### src/design/upr_pkg.sv
// upr_pkg: shared constants, types and tables for the underwater pixel restoration pipeline
// no dependencies
package upr_pkg;

	localparam int FRAC_BITS = 16;
	localparam int STEPS     = 4;

	// pipeline depths of the units
	localparam int RATIO_LAT  = 4;
	localparam int DEPTH_LAT  = 5;
	localparam int EXP_LAT    = 6;
	localparam int REST_LAT   = 4;
	localparam int SAMPLE_DLY = RATIO_LAT + DEPTH_LAT + EXP_LAT;
	localparam int PIPE_LAT   = SAMPLE_DLY + REST_LAT;
	localparam int DEPTH_TAP  = RATIO_LAT + DEPTH_LAT - 1;
	localparam int EXP_TAP    = SAMPLE_DLY - 1;

	// widths
	localparam int D_W     = FRAC_BITS + 1;
	localparam int Y_W     = 20;
	localparam int Z_W     = 21;
	localparam int E_W     = 23;
	localparam int RECIP_W = 21;
	localparam int GAIN_W  = 17;

	localparam logic [D_W-1:0]     ONE       = D_W'(1) << FRAC_BITS;
	localparam logic [RECIP_W-1:0] RECIP_CAP = RECIP_W'(20) << FRAC_BITS;
	localparam logic [11:0]        AIR_MIN   = 12'd16;
	localparam logic [11:0]        AIR_RST   = 12'd4080;

	localparam logic [GAIN_W-1:0] GAIN_BLUE  = 17'd65536;
	localparam logic [GAIN_W-1:0] GAIN_GREEN = 17'd72090;
	localparam logic [GAIN_W-1:0] GAIN_RED   = 17'd85197;

	// round(ln(1 + 2^-k) * 2^16), k = 0..16
	localparam logic [15:0] LOG_TAB [0:FRAC_BITS] = '{
		16'd45426, 16'd26573, 16'd14624, 16'd7719, 16'd3973, 16'd2017,
		16'd1016, 16'd510, 16'd256, 16'd128, 16'd64, 16'd32, 16'd16,
		16'd8, 16'd4, 16'd2, 16'd1
	};

	typedef enum logic [1:0] {
		REG_AIRLIGHT,
		REG_ATTEN_BLUE,
		REG_ATTEN_GREEN,
		REG_ATTEN_RED
	} cfg_reg_t;

	// blue / airlight ratio handed from divider to depth unit
	typedef struct packed {
		logic        ge;
		logic [15:0] q;
	} ratio_t;

endpackage

### src/design/upr_restore.sv
// upr_restore: J = clamp((I - A)/t + A, 0, 255), channel gain, round and saturate
// depends on upr_pkg
module upr_restore (
	input  logic                        clk,
	input  logic                        en,
	input  logic [7:0]                  sample,
	input  logic [11:0]                 aq,
	input  logic [upr_pkg::RECIP_W-1:0] recip,
	input  logic [upr_pkg::GAIN_W-1:0]  gain,
	output logic [7:0]                  pix
);
	import upr_pkg::*;

	localparam logic signed [35:0] J_TOP = 36'sd255 <<< (4 + FRAC_BITS);

	logic signed [13:0] diff;
	logic signed [35:0] prod_s2_in;
	logic signed [35:0] prod_s1;
	logic        [27:0] j_s2;
	logic        [44:0] m_s3;
	logic        [7:0]  pix_s4;
	logic signed [35:0] j_sum;
	logic        [45:0] rnd;

	assign diff       = $signed({2'b0, sample, 4'b0}) - $signed({2'b0, aq});
	assign prod_s2_in = 36'(diff * $signed({1'b0, recip}));
	assign j_sum      = prod_s1 + $signed(36'(aq) << FRAC_BITS);
	assign rnd        = {1'b0, m_s3} + (46'd1 << 35);

	always_ff @(posedge clk) begin
		if (en) begin
			prod_s1 <= prod_s2_in;
			// clamp to the sample range
			if (j_sum < 0) begin
				j_s2 <= '0;
			end else if (j_sum > J_TOP) begin
				j_s2 <= J_TOP[27:0];
			end else begin
				j_s2 <= j_sum[27:0];
			end
			m_s3   <= 45'(j_s2) * 45'(gain);
			pix_s4 <= (rnd[45:36] > 10'd255) ? 8'd255 : rnd[43:36];
		end
	end

	assign pix = pix_s4;

endmodule

### config.mk
export PLATFORM = sky130hd
export DESIGN_NAME = upr_restore
export DESIGN_NICKNAME = d
export VERILOG_FILES = /design/src/design/upr_pkg.sv /design/src/design/upr_restore.sv
export SDC_FILE = /design/constraint.sdc
export NUM_CORES = 2
export LEC_CHECK = 0
export BUFFER_PORTS_ARGS = -buffer_cell sky130_fd_sc_hd__buf_4
export CAP_MARGIN = 10
export CORE_ASPECT_RATIO = 0.9
export CORE_MARGIN = 2
export CORE_UTILIZATION = 30
export DETAILED_ROUTE_END_ITERATION = 6
export MAX_ROUTING_LAYER = met4
export PLACE_DENSITY = 0.45
export SLEW_MARGIN = 10
export SYNTH_ARGS = -nofsm -noshare
export SYNTH_HDL_FRONTEND = slang
export SYNTH_SLANG_ARGS = --single-unit
### constraint.sdc
create_clock -name clk -period 8.8 [get_ports clk]
set_input_delay 0.88 -clock clk [delete_from_list [all_inputs] [get_ports clk]]
set_output_delay 0.88 -clock clk [all_outputs]
set_load 0.005 [all_outputs]
==> results.txt <==
status: completed
layout cell share with drive strength beyond 1: 5.420%
critical-path maximum fanout: 16
Worst EP arrival: 8.25 ns
first-pass GRT wire length: 114900 µm
Post-Synth Adder-Cell Area: 56.54%
core outline area: 88020 µm²
Die ar.: 91530 µm²
Yosys cell types: 66
Initial DRT Pass Iterations: 5
nets@finish: 3767
gr usage total: 16.49%
Final Wtd Congestion: 0.8121
clk_lat worst skew: 0.34 ns
Worst R2R Path Depth: 18
Residual DRC: 0
flop2flop setup slack: 1.54 ns
Resized Gates After CTS: 0
Yosys warnings: 0
largest net degree at the start of global routing: 82
Synth area leaders: fa_1, ha_1, edfxtp_1
Hold Startpoint: m_s3[44]
Ports: 68
H-tree levels: 3
final hold slack: 0.5874 ns
Via density: 4.619
CP delay by family, top: adder cells
Die Y: 287.2 µm
syn_nets: 3801
crit share post-route: 92.80%
CP max stage cell: a311o_1
Final Critical Period: 8.166 ns
compound-gate portion of the synthesized area: 4.979%
final max-slew violation count: 0
die width: 318.7 µm
Final Skew: 0.009447 ns
mux share of post-synthesis cell area: 0.1170%
most used cell, CP: fa_1
Hold Buf Count CTS: 0
clk buf depth: 2
Post-CTS Setup Repair Bufs: 0
post-route ant nets: 0
CTS tree: done
ys flop type: edfxtp_1
vias in the first global route: 19830
Synth Area in XOR/XNOR: 1.900%
total negative slack: 0 ns
CP bufs+invs: 5
Max-Cap Viols: 0
wire per inst: 17.71 µm
Post-Synth Simple-Gate Area: 16.78%
Worst R2R End: m_s3[44]
DR vias: 18560
PortBufs: 67
register area share after synthesis: 9.097%
Crit. End Element: flop
number of flops mapped to enable cells by yosys: 81
synthesized area: 26740 µm²
FMAX: 0.1225 GHz
CP Class: input port to flop
Slew Limit Headroom: 26.41%
worst r2r src: j_s2[13]
Seq. cell area: 2432 µm²
number of buffers created by CTS: 9
Clock Pin Slew Worst Setup and Hold Paths: 0.06 ns
slowest stage delay, CP: 0.63 ns
grt ovf: 0
RSZ-0062 raised after global routing: no
antenna violations before repair: 2
asr flop ratio synth: 0%
DP HPWL: 56450 µm
fillcell total: 9242
Synth area leader: fa_1
FF+latch count, synth: 81
hold depth: 1
largest family of logic cells by synthesized area: adder cells
Multi-input gate area: 21510 µm²
Critical Path RT: 8.89 ns
DR iter-0 viols: 891
final-report setup violation count: 0
Hold Violations, Final: 0
Area growth, synth to finish: 7.426%
Slew @ Worst Pin: 1.104 ns
starting density of the core: 30.38%
row count: 103
crit path launch type: input port
Worst Hold Class: flop to flop
Mean Syn Cell Area: 9.248 µm²
top cell type's share of synthesized area: 44.70%
Detailed Route WL: 71130 µm
Mapped Cells: 2891
Root Driver: clkbuf_16
clk sinks: 81
Endpoint, Worst Hold: pix[7]
[cell usage in the layout (no fill, tap or decap), types with 7 or more instances in the layout]
cell type  Yosys  layout
and3_1         9       9
xnor2_1       39      34
nor2_1        53      53
xor2_1        19      19
buf_4          0     102
nor3b_2       17      17
clkbuf_16      0       9
nand2b_1      11      11
ha_1         253     253
o21a_1        14      14
nand3_1       20      20
nand2_1      561     561
a21oi_1       64      63
nand4_1       11      11
inv_1        598     598
or2_2          7       7
fa_1         597     597
nor2b_1       12      12
nor3_1        19      19
o21ai_0       34      34
a21o_1        20      20
o211ai_1       7       7
o21bai_1       9       9
edfxtp_1      81      81
and2_1       198     198
[state kept, by name, summed over array words and instances, names as in the netlist]
register,flops
pix,8
j_s2,28
m_s3,10
prod_s1,35
[cell families (layout without fill, tap and decap cells)]
family / count (synthesis) / after routing
and+or+nand+nor: 946 / 946
adders and majority gates: 850 / 850
buffers and inverters: 747 / 716
AOI/OAI and AO/OA: 206 / 206
DFF: 81 / 81
xor gates and xnor gates: 58 / 58
muxes: 3 / 3
other: 0 / 2
[per-stage QoR]
step                      setup slack (ns)  cell area (µm²)  std cells  utilization, %
after floorplan                      1.188            26740       2891               -
after global placement              0.3010            28440       4001           32.31
after detailed placement            0.2850            28440       4001           32.31
after CTS                           0.6482            28720       4015           32.63
after global routing                0.1597            28720       4015           32.63
final                               0.6338            28720       4017           32.63
[cell usage after synthesis, drive strengths merged (14+ instances only)]
master,number
nor3,19
ha,253
clkbuf,137
nor2,53
o21a,14
and2,198
xnor2,39
nand2,561
inv,598
nand3,20
fa,597
edfxtp,81
a21o,20
o21ai,41
nor3b,19
a21oi,66
xor2,19
[worst max path at each step]
| stage | start | endpoint | slack, ns | cells past startpoint |
|---|---|---|---|---|
| final | aq[4] | prod_s1[33] | 0.63 | 29 |
| after global routing | aq[4] | prod_s1[33] | 0.16 | 29 |
| after CTS | aq[4] | prod_s1[33] | 0.65 | 29 |
| after detailed placement | aq[4] | prod_s1[33] | 0.29 | 29 |
| after global placement | aq[4] | prod_s1[33] | 0.30 | 29 |
| after floorplan | aq[0] | prod_s1[33] | 1.19 | 32 |
[layout make-up]
cell class,instances,share of cell area [%]
antenna,2,0.01742
sequential,81,8.468
inverter,598,7.815
tap,1155,5.031
timing repair buffer,104,2.805
multi-input combinational,2063,74.90
clock inverter,4,0.1612
clock buffer,10,0.7972
[per-layer routing]
metal | track usage [%] | part of all wire [%] | up-vias
met1 | 22.95 | 48 | 9569
met5 | - | 0 | -
met2 | 26.79 | 47 | 305
met3 | 1.092 | 3.2 | 54
li1 | - | - | 8627
met4 | 2.879 | 1.5 | 0
Power is left out: the tool's default activity adds up to more than one toggle a clock period on the data nets, which glitch-free logic cannot reach.
