===== config.mk =====
export PLATFORM = sky130hd
export DESIGN_NAME = upr_exp
export DESIGN_NICKNAME = d
export VERILOG_FILES = /design/src/design/upr_pkg.sv /design/src/design/upr_exp.sv
export SDC_FILE = /design/constraint.sdc
export NUM_CORES = 2
export LEC_CHECK = 0
export BUFFER_PORTS_ARGS = -buffer_cell sky130_fd_sc_hd__clkbuf_2
export CORE_MARGIN = 1
export CORE_UTILIZATION = 51
export DETAILED_ROUTE_END_ITERATION = 12
export PLACE_DENSITY_LB_ADDON = 0.1
export RECOVER_POWER = 100
export SLEW_MARGIN = 20
export SYNTH_ARGS = -nofsm -noshare
export SYNTH_HDL_FRONTEND = slang
export SYNTH_SLANG_ARGS = --single-unit

===== constraint.sdc =====
create_clock -name clk -period 27.6 [get_ports clk]
set_clock_uncertainty 0.05 [all_clocks]
set_input_delay 2.76 -clock clk [delete_from_list [all_inputs] [get_ports clk]]
set_output_delay 2.76 -clock clk [all_outputs]
set_load 0.02 [all_outputs]

===== src/design/upr_pkg.sv =====
// upr_pkg: shared constants, types and tables for the underwater pixel restoration pipeline
// no dependencies
package upr_pkg;

	localparam int FRAC_BITS = 16;
	localparam int STEPS     = 4;

	// pipeline depths of the units
	localparam int RATIO_LAT  = 4;
	localparam int DEPTH_LAT  = 5;
	localparam int EXP_LAT    = 6;
	localparam int REST_LAT   = 4;
	localparam int SAMPLE_DLY = RATIO_LAT + DEPTH_LAT + EXP_LAT;
	localparam int PIPE_LAT   = SAMPLE_DLY + REST_LAT;
	localparam int DEPTH_TAP  = RATIO_LAT + DEPTH_LAT - 1;
	localparam int EXP_TAP    = SAMPLE_DLY - 1;

	// widths
	localparam int D_W     = FRAC_BITS + 1;
	localparam int Y_W     = 20;
	localparam int Z_W     = 21;
	localparam int E_W     = 23;
	localparam int RECIP_W = 21;
	localparam int GAIN_W  = 17;

	localparam logic [D_W-1:0]     ONE       = D_W'(1) << FRAC_BITS;
	localparam logic [RECIP_W-1:0] RECIP_CAP = RECIP_W'(20) << FRAC_BITS;
	localparam logic [11:0]        AIR_MIN   = 12'd16;
	localparam logic [11:0]        AIR_RST   = 12'd4080;

	localparam logic [GAIN_W-1:0] GAIN_BLUE  = 17'd65536;
	localparam logic [GAIN_W-1:0] GAIN_GREEN = 17'd72090;
	localparam logic [GAIN_W-1:0] GAIN_RED   = 17'd85197;

	// round(ln(1 + 2^-k) * 2^16), k = 0..16
	localparam logic [15:0] LOG_TAB [0:FRAC_BITS] = '{
		16'd45426, 16'd26573, 16'd14624, 16'd7719, 16'd3973, 16'd2017,
		16'd1016, 16'd510, 16'd256, 16'd128, 16'd64, 16'd32, 16'd16,
		16'd8, 16'd4, 16'd2, 16'd1
	};

	typedef enum logic [1:0] {
		REG_AIRLIGHT,
		REG_ATTEN_BLUE,
		REG_ATTEN_GREEN,
		REG_ATTEN_RED
	} cfg_reg_t;

	// blue / airlight ratio handed from divider to depth unit
	typedef struct packed {
		logic        ge;
		logic [15:0] q;
	} ratio_t;

endpackage


===== src/design/upr_exp.sv =====
// upr_exp: reciprocal transmission 1/t = min(exp(beta*d), 20) by shift-add exp steps
// depends on upr_pkg
module upr_exp (
	input  logic                        clk,
	input  logic                        en,
	input  logic [15:0]                 beta,
	input  logic [upr_pkg::D_W-1:0]     depth,
	output logic [upr_pkg::RECIP_W-1:0] recip
);
	import upr_pkg::*;

	localparam int NS = EXP_LAT - 1;

	logic [Z_W-1:0] z_s1;
	logic [Z_W-1:0] z_s [NS];
	logic [E_W-1:0] e_s [NS];
	logic [Z_W-1:0] z_d [NS];
	logic [E_W-1:0] e_d [NS];
	logic [32:0]    prod;

	assign prod = 33'(beta) * 33'(depth) + 33'd2048;

	// doublings first, then four exp steps per stage
	always_comb begin
		logic [2:0]     n;
		logic [Z_W-1:0] z;
		logic [E_W-1:0] e;
		n = 3'd0;
		for (int i = 1; i <= 5; i++) begin
			if (z_s1 >= Z_W'(i * LOG_TAB[0])) n = 3'(i);
		end
		z_d[0] = Z_W'(z_s1 - Z_W'(n * LOG_TAB[0]));
		e_d[0] = E_W'(1) << (FRAC_BITS + int'(n));
		for (int g = 1; g < NS; g++) begin
			z = z_s[g-1];
			e = e_s[g-1];
			for (int i = 0; i < STEPS; i++) begin
				if (z >= Z_W'(LOG_TAB[(g - 1) * STEPS + i + 1])) begin
					z = z - Z_W'(LOG_TAB[(g - 1) * STEPS + i + 1]);
					e = e + (e >> ((g - 1) * STEPS + i + 1));
				end
			end
			z_d[g] = z;
			e_d[g] = e;
		end
	end

	always_ff @(posedge clk) begin
		if (en) begin
			z_s1 <= prod[32:12];
			for (int g = 0; g < NS; g++) begin
				z_s[g] <= z_d[g];
				e_s[g] <= e_d[g];
			end
		end
	end

	// cap at 20
	assign recip = (e_s[NS-1] > E_W'(RECIP_CAP)) ? RECIP_CAP : e_s[NS-1][RECIP_W-1:0];

endmodule


==> impl_metrics.json <==
{
  "tightest_slew_ps": 4000,
  "placement_rows": 99,
  "setup_viol": 0,
  "core_um2": 72800,
  "nFillCells": 7066,
  "min_delay_path_depth": 0,
  "synth_flop_cell": "edfxtp_1",
  "antenna_cells": 0,
  "clk_pin_slew_ps": 70,
  "ant_nets": 0,
  "slowest_delay_ps": 1780,
  "die_area_um2": 74700,
  "reg2reg_setup_slack_ps": 14400,
  "io_buffers": 55,
  "crit_path_end_kind": "register",
  "postLayoutCellArea_um2": 38900,
  "grt-ovfl-total": 0,
  "place_congestion": 0.917,
  "grt_pass1_wl_um": 158000,
  "dr.first_iter.drc_count": 2222,
  "drv_slew": 258,
  "worstPathRequired_ps": 27780,
  "synthArstFlopShare_pct": 0,
  "place_area_um2": 38600,
  "start_kind": "register",
  "clk_latency_ps": 490,
  "die_height_um": 273,
  "ctsHoldBuffers": 0,
  "synth_seq_cells": 198,
  "yosysWarnings": 0,
  "hp-class": "reg -> reg",
  "cp.arrival_ps": 13380,
  "outcome": "finished, violations left",
  "min_to": "z_s[0][0]",
  "fmax_mhz": 75.8,
  "syn_nets": 5207,
  "violations": "capacitance limit, slew limit",
  "synth_edf_count": 198,
  "period_share_pct": 47.8,
  "layout-drive-gt1-share_pct": 4.71,
  "vias_per_cell": 5.86,
  "yosys.cell_types.count": 126,
  "grt_max_degree": 77,
  "path_common_cell": "o21ai_0",
  "reg2reg_from": "z_s[0][35]",
  "cts_sinks": 198,
  "postSynthCellCount": 4613,
  "drc_errors": 0,
  "grt_pass1_vias": 31100,
  "synth_area_um2": 37500,
  "r2r_cells": 43,
  "tns_ps": 0,
  "area_growth_pct": 3.75,
  "die_w_um": 273,
  "syn_avg_cell_area_um2": 8.13,
  "rsz0062_at_grt": "no",
  "clockBufferDepth": 2,
  "nets": 5168,
  "drt_pre_antenna_iters": 6,
  "crit_type": "reg -> reg",
  "cts_buffers": 17,
  "hpwlAfterDp_um": 77400,
  "max-slew-margin-rel_pct": -167,
  "slowest_stage": "a2111oi_0",
  "routed_wl_um": 95200,
  "io_pins": 56,
  "crit_family": "compound AO/OA/AOI/OAI gates",
  "hold_violations": 0,
  "final.min_clock_period_ps": 13200,
  "holdCritStartpoint": "z_s1[0]",
  "ys_seq_area_share_pct": 15.8,
  "cts_resized": 0,
  "reg2reg_to": "e_s[0][68]",
  "drv_cap": 8,
  "antenna_found_initial": 0,
  "worstPathMaxFanout": 24,
  "track_usage_pct": 25.7,
  "post_cts_buffers": 0,
  "critical_path_buf_inv_count": 4,
  "htreeDepth": 4,
  "initial_utilization_pct": 51.5,
  "clockRootBuffer": "clkbuf_16",
  "wl_per_cell_um": 17.2,
  "cts_tree": "done",
  "via_count": 32500,
  "final_common_cell": "inv_1",
  "final_cell_mix": "inv_1 (494), nand2_1 (455), nor2_1 (357), ha_1 (331), xnor2_1 (304)"
}
==> cell type report <==
type / instances / area [um^2] / share of cell area [%]
tap: 959 / 1200 / 3.08
clock buffer: 17 / 425 / 1.09
multi-input combinational: 3783 / 29000 / 74.4
timing repair buffer: 78 / 402 / 1.03
inverter: 496 / 1860 / 4.78
clock inverter: 15 / 139 / 0.357
sequential: 198 / 5950 / 15.3
==> metrics by stage <==
step	hold slack [ps]	cells	utilization [%]	worst slack, ps
floorplan	350	4613	-	17480
global placement	358	5514	53.0	16490
detailed placement	367	5514	53.0	16270
CTS	402	5546	53.8	16250
global route	401	5546	53.4	12960
finish	401	5546	53.4	14400
==> worst reg2reg max path, delay by kind of cell, from the launching register on <==
kind	cells	cell delay, ps
flip-flops	1	480
AND/OR/NAND/NOR	11	3460
AO/OA/AOI/OAI	23	6490
buffers and inverters	4	1170
adder cells (fa/ha/maj)	3	1050
XOR/XNOR	2	260
==> routing by layer <==
layer	track usage (%)	wire length (um)
met5	0	0
met3	2.13	3270
met1	34.5	43900
met4	7.22	1930
met2	44.0	46100
==> worst max-delay path by stage <==
| stage | from | endpoint | slack, ps | cells past startpoint |
|---|---|---|---|---|
| after floorplan | z_s[0][49] | e_s[0][82] | 17480 | 39 |
| after detailed placement | z_s[0][49] | e_s[0][86] | 16270 | 39 |
| after global routing | z_s[0][35] | e_s[0][68] | 12960 | 43 |
| final | z_s[0][35] | e_s[0][68] | 14400 | 43 |
| after CTS | z_s[0][49] | e_s[0][90] | 16250 | 39 |
| after global placement | z_s[0][49] | e_s[0][86] | 16490 | 39 |
==> Yosys cell counts (12+ instances only) <==
cell	n	area, um^2
nor3_1	124	621
xnor2_1	303	2650
buf_2	22	110
mux2_2	28	315
o21a_1	33	248
a311oi_1	12	105
edfxtp_1	198	5950
nand4_1	36	225
o21bai_1	33	248
and2_1	183	1140
inv_1	494	1850
a211oi_1	33	248
or3_1	56	350
mux2i_1	45	450
and3_1	48	300
nor3b_1	22	165
o211a_1	12	120
nand2_1	455	1710
o31ai_1	40	300
a21boi_0	29	218
ha_1	331	4140
nand2b_1	34	213
o21ai_1	14	70.1
o211ai_1	35	263
nand3b_1	17	128
a31oi_1	56	350
nor2b_1	30	188
fa_1	228	4560
xor2_1	140	1230
nor4_1	46	288
o21ai_0	208	1040
a211o_1	14	123
o2111ai_1	12	105
nand3_1	103	515
o22ai_1	16	100
clkbuf_1	101	379
nor2_1	357	1340
o31a_1	13	114
or2_2	35	219
a21o_1	60	450
a21oi_1	258	1290
nor4b_1	12	105
or4_1	29	218
==> cell families after synthesis <==
kind of cell | share of synthesized area, %
and+or+nand+nor | 22.8
AOI/OAI and AO/OA | 18.7
buffers and inverters | 6.53
adders and majority gates | 23.2
xor gates and xnor gates | 10.7
DFF | 15.8
muxes | 2.23
==> flip-flops by register name (all words and copies together), names as in the netlist <==
register and flops:
e_s 93, z_s1 21, z_s 84
Power is not shown: default switching activity piles up to over one toggle a cycle in this logic, so the estimate is an artifact.
