--- config.mk ---
export PLATFORM = sky130hd
export DESIGN_NAME = upr_ratio
export DESIGN_NICKNAME = d
export VERILOG_FILES = /design/src/design/upr_pkg.sv /design/src/design/upr_ratio.sv
export SDC_FILE = /design/constraint.sdc
export NUM_CORES = 1
export LEC_CHECK = 0
export ABC_AREA = 1
export BUFFER_PORTS_ARGS = -buffer_cell sky130_fd_sc_hd__buf_2
export CAP_MARGIN = 15
export CORE_MARGIN = 3
export CORE_UTILIZATION = 60
export DETAILED_ROUTE_END_ITERATION = 6
export PLACE_DENSITY = 0.77
export SLEW_MARGIN = 20
export SYNTH_ARGS = -nofsm -noshare
export SYNTH_HDL_FRONTEND = slang
export SYNTH_SLANG_ARGS = --single-unit
--- constraint.sdc ---
create_clock -name clk -period 13.4 [get_ports clk]
set_input_delay 1.34 -clock clk [delete_from_list [all_inputs] [get_ports clk]]
set_output_delay 1.34 -clock clk [all_outputs]
set_load 0.02 [all_outputs]
--- src/design/upr_pkg.sv ---
// upr_pkg: shared constants, types and tables for the underwater pixel restoration pipeline
// no dependencies
package upr_pkg;

	localparam int FRAC_BITS = 16;
	localparam int STEPS     = 4;

	// pipeline depths of the units
	localparam int RATIO_LAT  = 4;
	localparam int DEPTH_LAT  = 5;
	localparam int EXP_LAT    = 6;
	localparam int REST_LAT   = 4;
	localparam int SAMPLE_DLY = RATIO_LAT + DEPTH_LAT + EXP_LAT;
	localparam int PIPE_LAT   = SAMPLE_DLY + REST_LAT;
	localparam int DEPTH_TAP  = RATIO_LAT + DEPTH_LAT - 1;
	localparam int EXP_TAP    = SAMPLE_DLY - 1;

	// widths
	localparam int D_W     = FRAC_BITS + 1;
	localparam int Y_W     = 20;
	localparam int Z_W     = 21;
	localparam int E_W     = 23;
	localparam int RECIP_W = 21;
	localparam int GAIN_W  = 17;

	localparam logic [D_W-1:0]     ONE       = D_W'(1) << FRAC_BITS;
	localparam logic [RECIP_W-1:0] RECIP_CAP = RECIP_W'(20) << FRAC_BITS;
	localparam logic [11:0]        AIR_MIN   = 12'd16;
	localparam logic [11:0]        AIR_RST   = 12'd4080;

	localparam logic [GAIN_W-1:0] GAIN_BLUE  = 17'd65536;
	localparam logic [GAIN_W-1:0] GAIN_GREEN = 17'd72090;
	localparam logic [GAIN_W-1:0] GAIN_RED   = 17'd85197;

	// round(ln(1 + 2^-k) * 2^16), k = 0..16
	localparam logic [15:0] LOG_TAB [0:FRAC_BITS] = '{
		16'd45426, 16'd26573, 16'd14624, 16'd7719, 16'd3973, 16'd2017,
		16'd1016, 16'd510, 16'd256, 16'd128, 16'd64, 16'd32, 16'd16,
		16'd8, 16'd4, 16'd2, 16'd1
	};

	typedef enum logic [1:0] {
		REG_AIRLIGHT,
		REG_ATTEN_BLUE,
		REG_ATTEN_GREEN,
		REG_ATTEN_RED
	} cfg_reg_t;

	// blue / airlight ratio handed from divider to depth unit
	typedef struct packed {
		logic        ge;
		logic [15:0] q;
	} ratio_t;

endpackage

--- src/design/upr_ratio.sv ---
// upr_ratio: pipelined restoring divider, x = floor(blue*16*2^16 / airlight)
// depends on upr_pkg
module upr_ratio (
	input  logic            clk,
	input  logic            en,
	input  logic [7:0]      blue,
	input  logic [11:0]     aq,
	output upr_pkg::ratio_t ratio
);
	import upr_pkg::*;

	logic [11:0] rem_s [RATIO_LAT];
	logic [15:0] quo_s [RATIO_LAT];
	logic        ge_s  [RATIO_LAT];
	logic [11:0] rem_d [RATIO_LAT];
	logic [15:0] quo_d [RATIO_LAT];
	logic        ge_d  [RATIO_LAT];

	// four quotient bits per stage
	always_comb begin
		logic [11:0] r;
		logic [12:0] r2;
		logic [15:0] q;
		logic        ge;
		for (int g = 0; g < RATIO_LAT; g++) begin
			if (g == 0) begin
				ge = ({blue, 4'b0} >= aq);
				r  = ge ? 12'd0 : {blue, 4'b0};
				q  = 16'd0;
			end else begin
				ge = ge_s[g-1];
				r  = rem_s[g-1];
				q  = quo_s[g-1];
			end
			for (int i = 0; i < STEPS; i++) begin
				r2 = {r, 1'b0};
				if (r2 >= {1'b0, aq}) begin
					r = 12'(r2 - {1'b0, aq});
					q = {q[14:0], 1'b1};
				end else begin
					r = r2[11:0];
					q = {q[14:0], 1'b0};
				end
			end
			rem_d[g] = r;
			quo_d[g] = q;
			ge_d[g]  = ge;
		end
	end

	always_ff @(posedge clk) begin
		if (en) begin
			for (int g = 0; g < RATIO_LAT; g++) begin
				rem_s[g] <= rem_d[g];
				quo_s[g] <= quo_d[g];
				ge_s[g]  <= ge_d[g];
			end
		end
	end

	assign ratio.ge = ge_s[RATIO_LAT-1];
	assign ratio.q  = quo_s[RATIO_LAT-1];

endmodule

==> results.cfg, run 1 <==
[sta]
setup_viol = 0
max_freq_mhz = 97.4
min_period_ns = 10.27
finalClockSkew_ns = 0.00709
final-hold-violation-count = 0
slew_headroom = 0.453
rsz0062_at_grt = no
period_share = 0.766
postLayoutSetupSlackWorst_ns = 3.13
drv_slew = 0
tightest_slew_ns = 0.820
tns_ns = 0

[floorplanning]
dieArea_sq_um = 23900
io_pins = 39
core-area_sq_um = 21400
die_x_um = 155
die_h_um = 155
initial_utilization = 0.620
num_rows = 53

[critical_path]
path_class = input port to register
arrival_ns = 10.38
r2r_slack_ns = 4.82
slowest_stage = ha_1
critPathMostFrequentCell = nand2_1
path_delay_family = simple AND/OR/NAND/NOR gates
worst-path-buf-inv = 7
critPathRequiredTime_ns = 13.51
slowest_delay_ns = 0.59
endpoint_kind = register
critPathLaunchType = input port
crit_fanout = 30

[global_route]
grt_start_max_net_pins = 81
grt_pass1_wl_um = 59400
antenna_found_initial = 0
first_global_vias = 12400
track_usage = 0.300
grt_overflow_total = 0

[drt]
firstDrtPassIters = 6
viasPerCell = 5.81
drc = 0
postRouteAntennaNets = 0
wl_per_cell_um = 16.0
wl_um = 36400
drt-initial-drc-count = 968
vias = 13200

[synthesis]
synth.ff_latch_count = 80
synth_area_sq_um = 13200
yosysUniqueCellTypes = 55
synth_top_area_frac = 0.181
synth_area_leaders = edfxtp_1 18%, ha_1 17%, nand2_1 16%
yosysTopAreaCell = edfxtp_1
ys_seq_area_frac = 0.181
synthArstFlopShare = 0
synthFlopType = edfxtp_1
synth_edf_count = 80
synth.avg_cell_area_sq_um = 6.74
syn_inst = 1965
yosysWarnings = 0
syn_nets = 2175

[placed_design]
post-place-ws_ns = 2.91
detailed_place_hpwl_um = 27400
io_buffers = 38
gp_congestion = 0.980

[cts]
cts.htree.levels = 3
clk_path_buf_depth = 2
ctsHoldBuffers = 0
clkLatencyLatePin_ns = 0.36
cts_buffers = 9
postCtsSetupBuffers = 0
cts_tree = yes
cts-resized-gates = 0
cts_sinks = 80
cts.reportedPaths.clkPinSlew_ns = 0.08
cts-root-buf = clkbuf_16

[job]
maxCapViolCount = 0

[final_layout]
fin_util = 0.653
diodes = 0
fin_nets = 2203
area_growth_pct = 5.27
drive_above_1_share = 0.0756

[status]
outcome = completed

[min_path]
min_path_type = register to register
[layer usage]
metal | GRT usage | vias to the layer above | part of all wire
met5 | 0 | - | 0
met4 | 0.0925 | 0 | 0.026
met3 | 0.0378 | 74 | 0.067
met2 | 0.489 | 475 | 0.45
met1 | 0.415 | 6014 | 0.46
li1 | - | 6632 | -
[kinds of logic (layout without fill, tap and decap cells)]
family / Yosys count / in the layout / synth area share
simple gates: 920 / 920 / 0.307
compound gates: 338 / 338 / 0.147
buf+inv: 304 / 337 / 0.0959
fa+ha+maj: 188 / 188 / 0.179
xor+xnor: 135 / 135 / 0.0893
flops: 80 / 80 / 0.181
[final cells by class]
class / instances / area, sq um
multi-input cells: 1581 / 9570
flip-flops and latches: 80 / 2400
fillers: 2009 / 7410
clock buffers: 9 / 225
well taps: 275 / 344
repair buffers: 47 / 264
clock inverters: 7 / 103
inverters: 274 / 1030
[metrics by stage]
stage                     instances  instance area [sq um]  hold WS (ns)
after floorplan                1965                  13200         0.400
after global placement         2257                  13600         0.401
after detailed placement       2257                  13600         0.405
after CTS                      2273                  13900         0.421
after global routing           2273                  13900         0.427
final                          2273                  13900         0.422
[flip-flops by register name, summed over array words and instances (netlist names)]
| signal | cells |
|---|---|
| quo_s | 40 |
| ge_s | 4 |
| rem_s | 36 |
[synthesized netlist by cell type, types with 10 or more instances]
cell        n
nand2_1   558
inv_1     261
ha_1      185
a21oi_1   154
nand3_1   123
nor2_1    116
o21ai_0    94
edfxtp_1   80
xor2_1     77
xnor2_1    58
nand4_1    38
nor3_1     21
o21ai_1    11
buf_4      10
inv_2      10
nor2_2     10
[placed cells by master, fill, tap and decap left out, drive strengths merged, types with 10 or more instances in the layout]
| master | count |
|---|---|
| ha | 185 |
| o21ai | 112 |
| nor2 | 130 |
| nor3 | 22 |
| nand4 | 39 |
| nand2 | 576 |
| inv | 275 |
| edfxtp | 80 |
| xnor2 | 58 |
| nand3 | 135 |
| nand3b | 10 |
| a21oi | 162 |
| buf | 47 |
| xor2 | 77 |
[final timing paths]
| kind | depth (start not counted) | end | startpoint |
|---|---|---|---|
| worst min-delay path | 0 | quo_s[3][4] | quo_s[2][0] |
| worst max register to register | 39 | rem_s[2][11] | rem_s[1][6] |
| worst min register to register | 0 | quo_s[3][4] | quo_s[2][0] |
| worst max-delay path | 52 | rem_s[0][1] | aq[0] |
Power of run 1 is left out: the tool's default activity adds up to more than one toggle a clock period on the data nets, which glitch-free logic cannot reach.
==> run 2, diff against run 1 <==
CORE_UTILIZATION = 59   (was 60)
PLACE_DENSITY = 0.79   (was 0.77)
clock period = 8.8 ns   (was 13.4 ns; I/O delays follow)
==> run 2 against run 1 <==
Against the previous run: final area rose by 3.2%; clock-buffer cell count did not move; sequential share of layout area fell by 0.53 points; register-to-register slack worse by 3.8 ns; via count rose by 1.4%; die area up 1.6%; critical path type unchanged.
==> results.cfg, run 2 (synthesis gave the netlist of run 1 again) <==
[final_layout]
fin_nets = 2240
stdcell_count = 2316
n_fill_cell = 1943
regArea_sq_um = 2400
multi_input_area_sq_um = 9760
area_growth_pct = 8.59
final_cell_mix = 558 x nand2_1, 258 x inv_1, 184 x ha_1
largest_reg_flops = 40
regMostFlops = quo_s
drive_above_1_share = 0.101
layout_commonest_cell = nand2_1
reg_top3 = quo_s: 40 flops, rem_s: 36 flops, ge_s: 4 flops
fin_util = 0.655

[global_route]
track_usage = 0.307
grt.busiest_layer = met2
antenna_found_initial = 1
grt_start_max_net_pins = 81
first_global_vias = 12600
met2_usage = 0.500
grtUsageMet1 = 0.406
gr-usage-met3 = 0.0380
grt_pass1_wl_um = 61000
grt_overflow_total = 0

[min_path]
min_path_type = register to register
hold_depth = 0
holdPathEnd = quo_s[2][11]
min_from = quo_s[1][7]

[critical_path]
path_class = input port to register
reg2reg_to = rem_s[2][0]
crit_path_start = aq[8]
r2r_slack_ns = 1.02
critPathRequiredTime_ns = 8.89
reg2reg_from = rem_s[1][7]
arrival_ns = 8.38
critPathLaunchType = input port
crit_fanout = 13
reg2reg_depth = 36
endpoint_kind = register
slowest_stage = ha_1
slowest_delay_ns = 0.41

[placed_design]
place_inst = 2287
io_buffers = 38
detailed_place_hpwl_um = 28900
gp_congestion = 1.03

[drt]
drt-initial-drc-count = 894
viasPerCell = 5.78
firstDrtPassIters = 5
wl_um = 37900
postRouteAntennaNets = 0
wl_per_cell_um = 16.3
vias = 13400
drc = 0

[sta]
drv_slew = 0
final-hold-violation-count = 0
min_period_ns = 8.30
tightest_slew_ns = 0.799
max_freq_mhz = 121
slew_headroom = 0.467
setup_viol = 0
period_share = 0.943
finalClockSkew_ns = 0.0112

[cts]
cts.reportedPaths.clkPinSlew_ns = 0.07
cts_buffers = 9
clk_path_buf_depth = 2
cts_tree = yes
cts_sinks = 80
clkLatencyLatePin_ns = 0.35
cts-root-buf = clkbuf_16
cts.htree.levels = 3

[floorplanning]
dieArea_sq_um = 24300
die_h_um = 156
core-area_sq_um = 22000
initial_utilization = 0.603
num_rows = 54
die_x_um = 156
io_pins = 39

[status]
outcome = completed

[job]
maxCapViolCount = 0
run 2: timing repair:
item,CTS,global route
resized for setup,1,40
endpoints found under the setup margin,10,40
cloned,0,4
pin swaps,0,8
buffers inserted,0,8
hold buffers,0,0
run 2: worst max-delay path by stage:
stage | depth (start not counted) | endpoint | slack (ns)
after floorplan | 64 | rem_s[0][4] | 0.70
after global placement | 40 | rem_s[1][11] | -0.36
after detailed placement | 40 | rem_s[1][1] | -0.38
after CTS | 42 | rem_s[2][10] | 0.07
after global routing | 42 | rem_s[1][10] | -0.03
final | 39 | rem_s[2][0] | 0.50
run 2: cell type report:
| class | count | share of cell area |
|---|---|---|
| multi-input cells | 1585 | 0.678 |
| flip-flops and latches | 80 | 0.167 |
| inverters | 274 | 0.0722 |
| repair buffers | 80 | 0.0367 |
| well taps | 280 | 0.0244 |
| clock buffers | 9 | 0.0157 |
| clock inverters | 7 | 0.00539 |
| diodes | 1 | 0.000174 |
run 2: worst max-delay path: cells and delay by family:
family	cells	cell delay, ns
AO/OA/AOI/OAI	11	2.03
adder cells (fa/ha/maj)	4	1.49
buffers and inverters	7	1.08
AND/OR/NAND/NOR	17	2.86
run 2: through the flow:
step	hold WS, ns	setup WS, ns	TNS (ns)	area (sq um)
2_1_floorplan	0.400	0.703	0	13200
3_3_place_gp	0.400	-0.355	-7.72	13800
3_5_place_dp	0.405	-0.379	-7.35	13800
4_1_cts	0.415	0.0670	0	14100
5_1_grt	0.428	-0.0292	-0.132	14400
6_report	0.414	0.503	0	14400
run 2: metal layers:
metal | up-vias | share of wire
li1 | 6707 | -
met1 | 6050 | 0.44
met5 | - | 0
met3 | 118 | 0.072
met4 | 0 | 0.051
met2 | 505 | 0.44
Power of run 2 is left out for the same reason.
==> run 3, diff against run 2 <==
PLACE_DENSITY = 0.86   (was 0.79)
==> run 3 against run 2 <==
Against the previous run: sequential share of layout area about the same; register-to-register slack better by 0.10 ns; worst hold slack improved by 0.0065 ns; worst setup slack gained 0.11 ns; critical path depth up 2; core utilization grew 0.18 points; critical endpoint is now rem_s[1][6].
==> results.cfg, run 3 (synthesis gave the netlist of run 1 again) <==
[status]
outcome = completed

[cts]
cts.reportedPaths.clkPinSlew_ns = 0.07
clk_path_buf_depth = 2
cts_tree = yes
cts.htree.levels = 3
cts_sinks = 80
cts_buffers = 9
ctsHoldBuffers = 0
cts-root-buf = clkbuf_16
clkLatencyLatePin_ns = 0.36

[sta]
drv_slew = 0
tightest_slew_ns = 0.948
rsz0062_at_grt = yes
hold_slack_ns = 0.421
max_freq_mhz = 122
final-hold-violation-count = 0
finalClockSkew_ns = 0.0120
slew_headroom = 0.368
min_period_ns = 8.19
setup_viol = 0
period_share = 0.931

[placed_design]
place_inst = 2305
post_dp_cell_area_sq_um = 14000
detailed_place_hpwl_um = 29900
io_buffers = 38
gp_congestion = 1.03

[global_route]
track_usage = 0.308
grt_overflow_total = 0
grt_pass1_wl_um = 60600
antenna_found_initial = 0
grt_start_max_net_pins = 71
first_global_vias = 12500

[drt]
firstDrtPassIters = 5
drt-initial-drc-count = 978
drc = 0
vias = 13400
viasPerCell = 5.76
postRouteAntennaNets = 0
wl_um = 38000
wl_per_cell_um = 16.3

[critical_path]
critPathMostFrequentCell = nand2_1
worst-path-buf-inv = 6
slowest_stage = ha_1
path_class = input port to register
critPathRequiredTime_ns = 8.91
critPathLaunchType = input port
arrival_ns = 8.30
crit_fanout = 16
path_delay_family = simple AND/OR/NAND/NOR gates
endpoint_kind = register
slowest_delay_ns = 0.38

[final_layout]
multi_input_area_sq_um = 9670
stdcell_count = 2328
final_cell_mix = 558 x nand2_1, 259 x inv_1, 185 x ha_1
largest_reg_flops = 40
fin_nets = 2252
layout_commonest_cell = nand2_1
design_area_sq_um = 14400
regArea_sq_um = 2400
reg_top3 = quo_s: 40 flops, rem_s: 36 flops, ge_s: 4 flops
area_growth_pct = 8.89
n_fill_cell = 1968
drive_above_1_share = 0.102
regMostFlops = quo_s

[floorplanning]
io_pins = 39
core-area_sq_um = 22000
initial_utilization = 0.603
dieArea_sq_um = 24300
die_x_um = 156
die_h_um = 156
num_rows = 54

[min_path]
min_path_type = register to register

[job]
maxCapViolCount = 0
==> run 3: changes by cell type in the layout (fill, tap and decap cells not counted), sizes merged <==
cell / delta
buf: +15
clkinvlp: -2
nand3: -2
bufinv: +1
inv: +1
nor2: -1
==> run 3: cell type report <==
class                           instances  area share
Clock buffer                            9      0.0156
Antenna cell                            1    0.000174
Tap cell                              280      0.0243
Inverter                              274      0.0721
Timing Repair Buffer                   95      0.0439
Sequential cell                        80       0.167
Multi-Input combinational cell       1582       0.670
Clock inverter                          7     0.00703
==> run 3: metal layers <==
layer	share of wire	vias up	wire length, um	GRT usage
li1	-	6726	-	-
met1	0.43	6084	16200	0.395
met2	0.47	488	17700	0.527
met3	0.066	113	2500	0.0377
met4	0.041	0	1580	0.124
met5	0	-	0	0
==> run 3: path summary, 6_finish.rpt <==
path,slack [ns],to,start,cells after the start
min,0.42,quo_s[3][6],quo_s[2][2],0
min reg2reg,0.42,quo_s[3][6],quo_s[2][2],0
max reg2reg,1.12,rem_s[1][6],rem_s[0][1],36
max,0.61,rem_s[1][6],aq[9],41
==> run 3: repair_timing <==
| action | in CTS | in global routing |
|---|---|---|
| setup buffers | 0 | 5 |
| endpoints found under the setup margin | 0 | 38 |
| resized for setup | 0 | 30 |
==> run 3: metrics by stage <==
step / TNS, ns / util / setup WS [ns]
CTS: 0 / 0.650 / 0.0232
detailed placement: -4.47 / 0.635 / -0.254
global placement: -2.55 / 0.635 / -0.180
floorplan: 0 / - / 0.703
finish: 0 / 0.657 / 0.610
global route: -0.154 / 0.657 / -0.0313
Power of run 3 is left out for the same reason.
