## src/design/upr_pkg.sv

```systemverilog
// upr_pkg: shared constants, types and tables for the underwater pixel restoration pipeline
// no dependencies
package upr_pkg;

	localparam int FRAC_BITS = 16;
	localparam int STEPS     = 4;

	// pipeline depths of the units
	localparam int RATIO_LAT  = 4;
	localparam int DEPTH_LAT  = 5;
	localparam int EXP_LAT    = 6;
	localparam int REST_LAT   = 4;
	localparam int SAMPLE_DLY = RATIO_LAT + DEPTH_LAT + EXP_LAT;
	localparam int PIPE_LAT   = SAMPLE_DLY + REST_LAT;
	localparam int DEPTH_TAP  = RATIO_LAT + DEPTH_LAT - 1;
	localparam int EXP_TAP    = SAMPLE_DLY - 1;

	// widths
	localparam int D_W     = FRAC_BITS + 1;
	localparam int Y_W     = 20;
	localparam int Z_W     = 21;
	localparam int E_W     = 23;
	localparam int RECIP_W = 21;
	localparam int GAIN_W  = 17;

	localparam logic [D_W-1:0]     ONE       = D_W'(1) << FRAC_BITS;
	localparam logic [RECIP_W-1:0] RECIP_CAP = RECIP_W'(20) << FRAC_BITS;
	localparam logic [11:0]        AIR_MIN   = 12'd16;
	localparam logic [11:0]        AIR_RST   = 12'd4080;

	localparam logic [GAIN_W-1:0] GAIN_BLUE  = 17'd65536;
	localparam logic [GAIN_W-1:0] GAIN_GREEN = 17'd72090;
	localparam logic [GAIN_W-1:0] GAIN_RED   = 17'd85197;

	// round(ln(1 + 2^-k) * 2^16), k = 0..16
	localparam logic [15:0] LOG_TAB [0:FRAC_BITS] = '{
		16'd45426, 16'd26573, 16'd14624, 16'd7719, 16'd3973, 16'd2017,
		16'd1016, 16'd510, 16'd256, 16'd128, 16'd64, 16'd32, 16'd16,
		16'd8, 16'd4, 16'd2, 16'd1
	};

	typedef enum logic [1:0] {
		REG_AIRLIGHT,
		REG_ATTEN_BLUE,
		REG_ATTEN_GREEN,
		REG_ATTEN_RED
	} cfg_reg_t;

	// blue / airlight ratio handed from divider to depth unit
	typedef struct packed {
		logic        ge;
		logic [15:0] q;
	} ratio_t;

endpackage

```

## src/design/upr_depth.sv

```systemverilog
// upr_depth: depth d = clamp(-ln(x), 0, 1) by normalization and shift-add log steps
// depends on upr_pkg
module upr_depth (
	input  logic                  clk,
	input  logic                  en,
	input  upr_pkg::ratio_t       ratio,
	output logic [upr_pkg::D_W-1:0] depth
);
	import upr_pkg::*;

	logic [D_W-1:0] x_s    [DEPTH_LAT];
	logic [Y_W-1:0] y_s    [DEPTH_LAT];
	logic           zero_s [DEPTH_LAT];
	logic           one_s  [DEPTH_LAT];
	logic [D_W-1:0] x_d    [DEPTH_LAT];
	logic [Y_W-1:0] y_d    [DEPTH_LAT];

	// normalize, then four log steps per stage
	always_comb begin
		logic [3:0]     m;
		logic           pow2;
		logic [4:0]     n;
		logic [D_W-1:0] x;
		logic [D_W:0]   nx;
		logic [Y_W-1:0] y;
		m = 4'd0;
		for (int i = 0; i < 16; i++) begin
			if (ratio.q[i]) m = 4'(i);
		end
		pow2   = ((ratio.q & (ratio.q - 16'd1)) == 16'd0);
		n      = 5'(5'd15 - {1'b0, m}) + {4'b0, pow2};
		x_d[0] = D_W'({1'b0, ratio.q} << n);
		y_d[0] = Y_W'(n * LOG_TAB[0]);
		for (int g = 1; g < DEPTH_LAT; g++) begin
			x = x_s[g-1];
			y = y_s[g-1];
			for (int i = 0; i < STEPS; i++) begin
				nx = {1'b0, x} + {1'b0, x >> ((g - 1) * STEPS + i + 1)};
				if (nx <= {1'b0, ONE}) begin
					x = nx[D_W-1:0];
					y = y + Y_W'(LOG_TAB[(g - 1) * STEPS + i + 1]);
				end
			end
			x_d[g] = x;
			y_d[g] = y;
		end
	end

	always_ff @(posedge clk) begin
		if (en) begin
			zero_s[0] <= ratio.ge;
			one_s[0]  <= (ratio.q == 16'd0);
			for (int g = 0; g < DEPTH_LAT; g++) begin
				x_s[g] <= x_d[g];
				y_s[g] <= y_d[g];
			end
			for (int g = 1; g < DEPTH_LAT; g++) begin
				zero_s[g] <= zero_s[g-1];
				one_s[g]  <= one_s[g-1];
			end
		end
	end

	// special cases and clamp to one
	always_comb begin
		if (zero_s[DEPTH_LAT-1]) begin
			depth = '0;
		end else if (one_s[DEPTH_LAT-1] || y_s[DEPTH_LAT-1] > Y_W'(ONE)) begin
			depth = ONE;
		end else begin
			depth = y_s[DEPTH_LAT-1][D_W-1:0];
		end
	end

endmodule

```

## config.mk

```make
export PLATFORM = sky130hd
export DESIGN_NAME = upr_depth
export DESIGN_NICKNAME = d
export VERILOG_FILES = /design/src/design/upr_pkg.sv /design/src/design/upr_depth.sv
export SDC_FILE = /design/constraint.sdc
export NUM_CORES = 1
export LEC_CHECK = 0
export ABC_AREA = 1
export BUFFER_PORTS_ARGS = -buffer_cell sky130_fd_sc_hd__buf_2
export CAP_MARGIN = 20
export CORE_MARGIN = 1
export CORE_UTILIZATION = 35
export DETAILED_ROUTE_END_ITERATION = 6
export GPL_TIMING_DRIVEN = 0
export PLACE_DENSITY = 0.45
export SLEW_MARGIN = 20
export SYNTH_ARGS = -nofsm -noshare
export SYNTH_HDL_FRONTEND = slang
export SYNTH_SLANG_ARGS = --single-unit
```

## constraint.sdc

```tcl
create_clock -name clk -period 12.6 [get_ports clk]
set_input_delay 2.52 -clock clk [delete_from_list [all_inputs] [get_ports clk]]
set_output_delay 2.52 -clock clk [all_outputs]
set_load 0.02 [all_outputs]
```

==> results by group, run 1 <==
Timing
  – Final hold vios: 0
  – Final setup viols: 0
  – Minimum period implied by the final worst setup slack: 11.66 ns
  – Relative slew slack: 33.6%
  – Number of pins with negative max-slew slack in the final report: 0
  – Part of the cycle the worst path needs: 92.5%
  – Sum Neg Setup Slack: 0 ns
  – Measured slew at the worst slew-check pin: 0.986 ns
  – Highest attainable clock frequency: 0.0858 GHz
  – Clock tree skew after final layout: around 0.016 ns

Clocking
  – Clk Latency, worst-skew pair: 0.52 ns
  – CTS tree: done
  – Clock buffer count from CTS: 17
  – Clk root buf: sky130_fd_sc_hd__clkbuf_16
  – Clk sink count: between 150 and 200
  – Max Buffers Root-to-Sink: 2
  – Clock-pin transition on the worst setup and hold timing paths: roughly 0.080 ns
  – Number of H-tree branching levels: 4
  – Post-CTS Hold Fix Bufs: 0

Worst setup path
  – CP Launch Type: flop
  – Critical path data arrival time: 11.90 ns
  – Highest net fanout along the worst path: 19
  – Crit Path Category: reg -> reg
  – Req. time, crit path: 12.85 ns
  – Most prevalent standard cell on the critical path: sky130_fd_sc_hd__nand2_1
  – CP max stage delay: 0.45 ns
  – Worst Setup End Kind: flop
  – Cell type of the slowest stage on the worst timing path: sky130_fd_sc_hd__fa_1

GRT
  – Grt met2 use: 38.4%
  – Top Usage Layer GRT: met2
  – Global routing usage summed across all routing layers: between 20 and 25%
  – Wire length of the first global-routing pass: ~160 mm
  – Met1 capacity usage during global routing: 29.0%
  – Final global-route overflow total: 0
  – Met3 track demand over resource in global routing: 2.01%
  – Initial antenna violation count: 0
  – Vias in the first global route: just over 30,000
  – Pin count of the biggest net entering global routing: 82

Routing
  – DR DRC count: 0
  – Detailed-route vias per instance: between 4 and 5
  – Number of detailed-routing iterations run before antenna repair: 7
  – Routed wire length per instance: 15.1 um
  – Antenna Nets Post-Route: 0
  – Routed vias: 32,200
  – DRC marker count from the first detailed-route iteration: 1,874
  – Final WL: between 90 and 100 mm

Yosys
  – Mapped Area: between 30,000 and 40,000 um^2
  – Number of distinct library cells after synthesis: 60
  – Top_reg_cell synth: sky130_fd_sc_hd__edfxtp_1
  – Biggest area consumer among synthesized cells: sky130_fd_sc_hd__nand2_1
  – Most frequent cell after synthesis: sky130_fd_sc_hd__nand2_1
  – Biggest area contributors in the synthesized netlist: sky130_fd_sc_hd__nand2_1, sky130_fd_sc_hd__edfxtp_1, sky130_fd_sc_hd__nand3_1
  – Avg Inst Size Synth: about 6 um^2
  – Share of async-settable or async-resettable flops after synthesis: 0%
  – Area fraction of the dominant cell type after synthesis: 22.4%
  – Warnings from Yosys: 0
  – Share of synthesized area occupied by flip-flops and latches: 17.1%
  – Count of mapped cells out of synthesis: ~5,300
  – Register bit count reported by yosys: 177
  – Number of nets produced by synthesis: 5,532
  – Post-synth top cells: sky130_fd_sc_hd__nand2_1, sky130_fd_sc_hd__inv_1, sky130_fd_sc_hd__nand3_1, sky130_fd_sc_hd__nor2_1, sky130_fd_sc_hd__xor2_1
  – EDFF count, synth: 177

Place
  – Final GP Congestion: ~0.88
  – Instance count after placement with tap cells included: 6,526
  – Count of port buffers added during placement: 35
  – Final HPWL DP: 83.2 mm

Status
  – Outcome: finished clean

Die
  – Num rows: around 110
  – Initial Util: 35.3%
  – Ports: 36
  – Die area: 90,200 um^2
  – Chip height: 300 um
  – Core ar.: 88,200 um^2
  – Width of the chip: 300 um

Layout
  – Fraction of final layout cells sized beyond drive strength 1: 6.85%
  – Area delta synth->final: 8.16%
  – Diodes inserted: 0
  – Count of nets after finishing: 5,596
  – Final core utilization: 38.2%
  – Count of placed standard cells in the final layout, fillers left out: 6,566

Min path
  – Hold Crit Class: reg -> reg

Flow run
  – Max-cap viol count: 0
## metrics by stage
step / instance area, um^2 / hold slack, ns / setup WS, ns
global route: 33700 / 0.428 / -0.0400
finish: 33700 / 0.423 / 0.942
global placement: 32800 / 0.402 / -1.18
detailed placement: 32900 / 0.405 / -1.04
CTS: 33500 / 0.426 / 0.0716
floorplan: 31200 / 0.400 / 2.15
## layout make-up
class,instances,area (um^2)
buffer,112,767
clock buffer,17,425
clock inverter,15,191
fill,9915,54500
inverter,747,2810
multi-input combinational,4284,22400
sequential,177,5320
tap,1165,1460
timing repair buffer,49,330
## layer usage
layer / part of all wire, % / vias up
met5: 0 / -
met4: 1.0 / 0
met3: 2.3 / 53
met2: 48 / 399
met1: 48 / 14500
li1: - / 17200
## state kept, by name, summed over array words and instances (netlist names)
signal  cells
one_s       5
y_s        99
x_s        68
zero_s      5
## layout by cell type, fill, tap and decap left out, types with 26 or more instances in the layout
cell type                  synthesis  final
sky130_fd_sc_hd__nand2_1        1856   1854
sky130_fd_sc_hd__inv_1           709    708
sky130_fd_sc_hd__nand3_1         573    573
sky130_fd_sc_hd__nor2_1          487    485
sky130_fd_sc_hd__xor2_1          275    274
sky130_fd_sc_hd__edfxtp_1        177    177
sky130_fd_sc_hd__ha_1            168    167
sky130_fd_sc_hd__o21ai_0         163    146
sky130_fd_sc_hd__a21oi_1         129    128
sky130_fd_sc_hd__nand3b_1         90     90
sky130_fd_sc_hd__nand4_1          89     89
sky130_fd_sc_hd__nor3_1           79     78
sky130_fd_sc_hd__nand2_2          68     70
sky130_fd_sc_hd__buf_2            20     52
sky130_fd_sc_hd__o21ai_1          33     42
sky130_fd_sc_hd__xnor2_1          41     41
sky130_fd_sc_hd__buf_4            24     37
sky130_fd_sc_hd__inv_2            31     31
sky130_fd_sc_hd__nor4_1           29     28
sky130_fd_sc_hd__buf_6            28     28
sky130_fd_sc_hd__clkbuf_1         36     26
## path summary, 6_finish.rpt
check                                 start           to  slack [ns]  depth (start not counted)
worst min register to register  one_s[0][3]  one_s[0][4]        0.42                          0
worst max-delay path             x_s[0][34]   y_s[0][79]        0.94                         69
worst min-delay path            one_s[0][3]  one_s[0][4]        0.42                          0
worst max register to register   x_s[0][34]   y_s[0][79]        0.94                         69
## worst max-delay path: cells and delay by family, from the launching register on
kind / cells / cell delay (ns)
and+or+nand+nor: 36 / 4.41
buffers and inverters: 15 / 2.23
AOI/OAI and AO/OA: 11 / 2.08
adders and majority gates: 6 / 2.06
DFF: 1 / 0.41
xor gates and xnor gates: 1 / 0.17
## what timing repair did
| action | 4_1_cts | 5_1_grt |
|---|---|---|
| resized for setup | 12 | 53 |
| pin swaps | 0 | 3 |
| buffers inserted | 0 | 12 |
| endpoints found under the hold margin | 0 | 0 |
| endpoints found under the setup margin | 95 | 118 |
## cell families after synthesis
group,Yosys count,synth area share [%]
flip-flops,177,17.1
AO/OA/AOI/OAI,422,7.68
multiplexers,4,0.128
adder cells (fa/ha/maj),189,8.09
XOR/XNOR,318,8.99
AND/OR/NAND/NOR,3351,46.6
buffers and inverters,863,11.4
Power of run 1 is left out: the tool's default activity adds up to more than one toggle a clock period on the data nets, which glitch-free logic cannot reach.
==> inputs of run 2 (changes only) <==
Settings changed: CTS_CLUSTER_DIAMETER from default to 120, PLACE_DENSITY 0.45 to 0.58.
==> run 2 against run 1 <==
- clock-buffer cell count unchanged
- sequential share of layout area about the same
- utilization about the same
- sequential cell count unchanged
- routed wire length decreased by 11%
- critical path depth increased by 5
- worst hold slack got worse by 0.0017 ns
==> results by group, run 2 (synthesis results as in run 1) <==
Layout
  – Area delta synth->final: 8.13% (was 8.16%)
  – Count of placed standard cells in the final layout, fillers left out: 6,564 (was 6,566)
  – Count of nets after finishing: 5,594 (was 5,596)
  – Max reg flops: 99 (unchanged)
  – Biggest registers after layout: y_s x99, x_s x68 (unchanged)
  – Diodes inserted: 0 (unchanged)
  – Commonest cells after routing, fill and taps aside: sky130_fd_sc_hd__nand2_1, sky130_fd_sc_hd__inv_1, sky130_fd_sc_hd__nand3_1 (unchanged)
  – Fraction of final layout cells sized beyond drive strength 1: 6.76% (was 6.85%)
  – Biggest register: y_s (unchanged)
  – Commonest non-fill, non-tap cell in the layout: sky130_fd_sc_hd__nand2_1 (unchanged)

Timing
  – Minimum period implied by the final worst setup slack: 11.52 ns (was 11.66 ns)
  – Worst hold slack: 0.421 ns (was 0.423 ns)
  – Highest attainable clock frequency: 0.0868 GHz (was 0.0858 GHz)
  – Measured slew at the worst slew-check pin: 1.05 ns (was 0.986 ns)
  – Clock tree skew after final layout: 0.0195 ns (was 0.0155 ns)
  – Final setup viols: 0 (unchanged)
  – Number of pins with negative max-slew slack in the final report: 0 (unchanged)
  – Relative slew slack: 29.4% (was 33.6%)
  – Part of the cycle the worst path needs: 91.5% (was 92.5%)
  – Final hold vios: 0 (unchanged)

Worst setup path
  – Cell type of the slowest stage on the worst timing path: sky130_fd_sc_hd__edfxtp_1 (was sky130_fd_sc_hd__fa_1)
  – Crit Path Category: reg -> reg (unchanged)
  – Worst Setup End Kind: flop (unchanged)
  – CP max stage delay: 0.51 ns (was 0.45 ns)
  – Capturing point of the worst reg2reg path: y_s[0][65] (was y_s[0][79])
  – Worst reg2reg startpoint: x_s[0][47] (was x_s[0][34])
  – Highest net fanout along the worst path: 10 (was 19)
  – Setup slack on the worst flop-to-flop path: 1.08 ns (was 0.94 ns)
  – Req. time, crit path: 12.83 ns (was 12.85 ns)
  – CP Launch Type: flop (unchanged)
  – Critical path data arrival time: 11.75 ns (was 11.90 ns)
  – Most prevalent standard cell on the critical path: sky130_fd_sc_hd__nand2_1 (unchanged)
  – R2r worst-path depth: 74 (was 69)

Place
  – Final GP Congestion: 0.924 (was 0.884)
  – Final HPWL DP: 73.0 mm (was 83.2 mm)
  – Count of port buffers added during placement: 35 (unchanged)
  – Instance count after placement with tap cells included: 6,526 (unchanged)

Routing
  – DRC marker count from the first detailed-route iteration: 2,240 (was 1,874)
  – Routed vias: 32,600 (was 32,200)
  – DR DRC count: 0 (unchanged)
  – Detailed-route vias per instance: 4.96 (was 4.90)
  – Met2 wirelength from detailed routing: 40.2 mm (was 47.8 mm)
  – Final WL: 87.8 mm (was 99.0 mm)
  – Highest metal layer with signal wires: met4 (unchanged)
  – Met3 routed wirelength: 2.70 mm (was 2.27 mm)
  – Number of detailed-routing iterations run before antenna repair: 6 (was 7)
  – Antenna Nets Post-Route: 0 (unchanged)
  – Met1 Routed Length: 43.9 mm (was 47.9 mm)
  – Routed wire length per instance: 13.4 um (was 15.1 um)

GRT
  – Initial antenna violation count: 0 (unchanged)
  – Vias in the first global route: 30,100 (was 30,200)
  – Global routing usage summed across all routing layers: 19.5% (was 21.8%)
  – Final global-route overflow total: 0 (unchanged)
  – Wire length of the first global-routing pass: 147 mm (was 159 mm)
  – Pin count of the biggest net entering global routing: 101 (was 82)

Die
  – Die area: 90,200 um^2 (unchanged)
  – Core ar.: 88,200 um^2 (unchanged)
  – Num rows: 109 (unchanged)
  – Initial Util: 35.3% (unchanged)
  – Chip height: 300 um (unchanged)
  – Ports: 36 (unchanged)
  – Width of the chip: 300 um (unchanged)

Clocking
  – Clock buffer count from CTS: 17 (unchanged)
  – Number of H-tree branching levels: 4 (unchanged)
  – CTS tree: done (unchanged)
  – Max Buffers Root-to-Sink: 2 (unchanged)
  – Clock-pin transition on the worst setup and hold timing paths: 0.08 ns (about the same)
  – Clk sink count: 177 (unchanged)
  – Clk root buf: sky130_fd_sc_hd__clkbuf_16 (unchanged)
  – Clk Latency, worst-skew pair: 0.49 ns (was 0.52 ns)

Flow run
  – Max-cap viol count: 0 (unchanged)

Min path
  – Hold Startpoint: y_s[0][42] (was one_s[0][3])
  – Number of instances on the worst hold path: 0 (unchanged)
  – Hold Crit Class: reg -> reg (unchanged)
  – Worst Hold Path EP: y_s[0][62] (was one_s[0][4])

Status
  – Outcome: finished clean (unchanged)
==> run 2: changes by cell type in the layout (fill, tap and decap cells not counted), moves of 3 or more <==
cell | before | now
sky130_fd_sc_hd__clkbuf_4 | 4 | 0
sky130_fd_sc_hd__o21ai_0 | 146 | 150
sky130_fd_sc_hd__buf_4 | 37 | 34
sky130_fd_sc_hd__clkbuf_1 | 26 | 29
sky130_fd_sc_hd__clkinv_8 | 4 | 7
sky130_fd_sc_hd__inv_12 | 1 | 4
sky130_fd_sc_hd__nor2_2 | 20 | 23
==> run 2: cell type report <==
cell class | instances | area (um^2)
Sequential cell | 177 | 5320
Inverter | 747 | 2810
Timing Repair Buffer | 45 | 300
Fill cell | 9630 | 54500
Multi-Input combinational cell | 4284 | 22400
Buffer | 114 | 772
Clock buffer | 17 | 425
Clock inverter | 15 | 219
Tap cell | 1165 | 1460
==> run 2: metrics by stage <==
step / worst slack [ns] / setup TNS (ns) / utilization, % / area [um^2]
after floorplan: 2.15 / 0 / - / 31200
after global placement: -0.296 / -8.08 / 37.2 / 32800
after detailed placement: -0.320 / -8.77 / 37.2 / 32900
after CTS: 0.0669 / 0 / 38.0 / 33500
after global routing: -0.0458 / -0.546 / 38.2 / 33700
final: 1.08 / 0 / 38.2 / 33700
==> run 2: worst max-delay path by stage <==
stage                       to  cells past startpoint        from  slack (ns)
global placement    x_s[0][51]                     72  x_s[0][43]       -0.30
global route        y_s[0][70]                     71  x_s[0][43]       -0.05
finish              y_s[0][65]                     74  x_s[0][47]        1.08
CTS                 x_s[0][51]                     71  x_s[0][43]        0.07
detailed placement  y_s[0][77]                     72  x_s[0][43]       -0.32
floorplan           y_s[0][66]                     73  x_s[0][43]        2.15
==> run 2: critical path: cells and delay by family (launching register included) <==
kind	cells	cell delay, ns
flops	1	0.51
simple gates	41	4.99
fa+ha+maj	4	1.40
compound gates	15	2.27
buf+inv	14	2.09
==> run 2: what timing repair did <==
action,CTS,global route
buffers inserted,0,8
endpoints found under the hold margin,0,0
gates resized for setup,3,53
pin swaps,0,4
hold buffers,0,0
setup endpoints to repair,32,99
==> run 2: routing by layer <==
metal	track usage [%]	vias to the layer above
met2	32.6	524
met3	1.74	77
met1	27.1	14700
met5	0	-
li1	-	17200
met4	3.95	0
Power of run 2 is left out for the same reason.
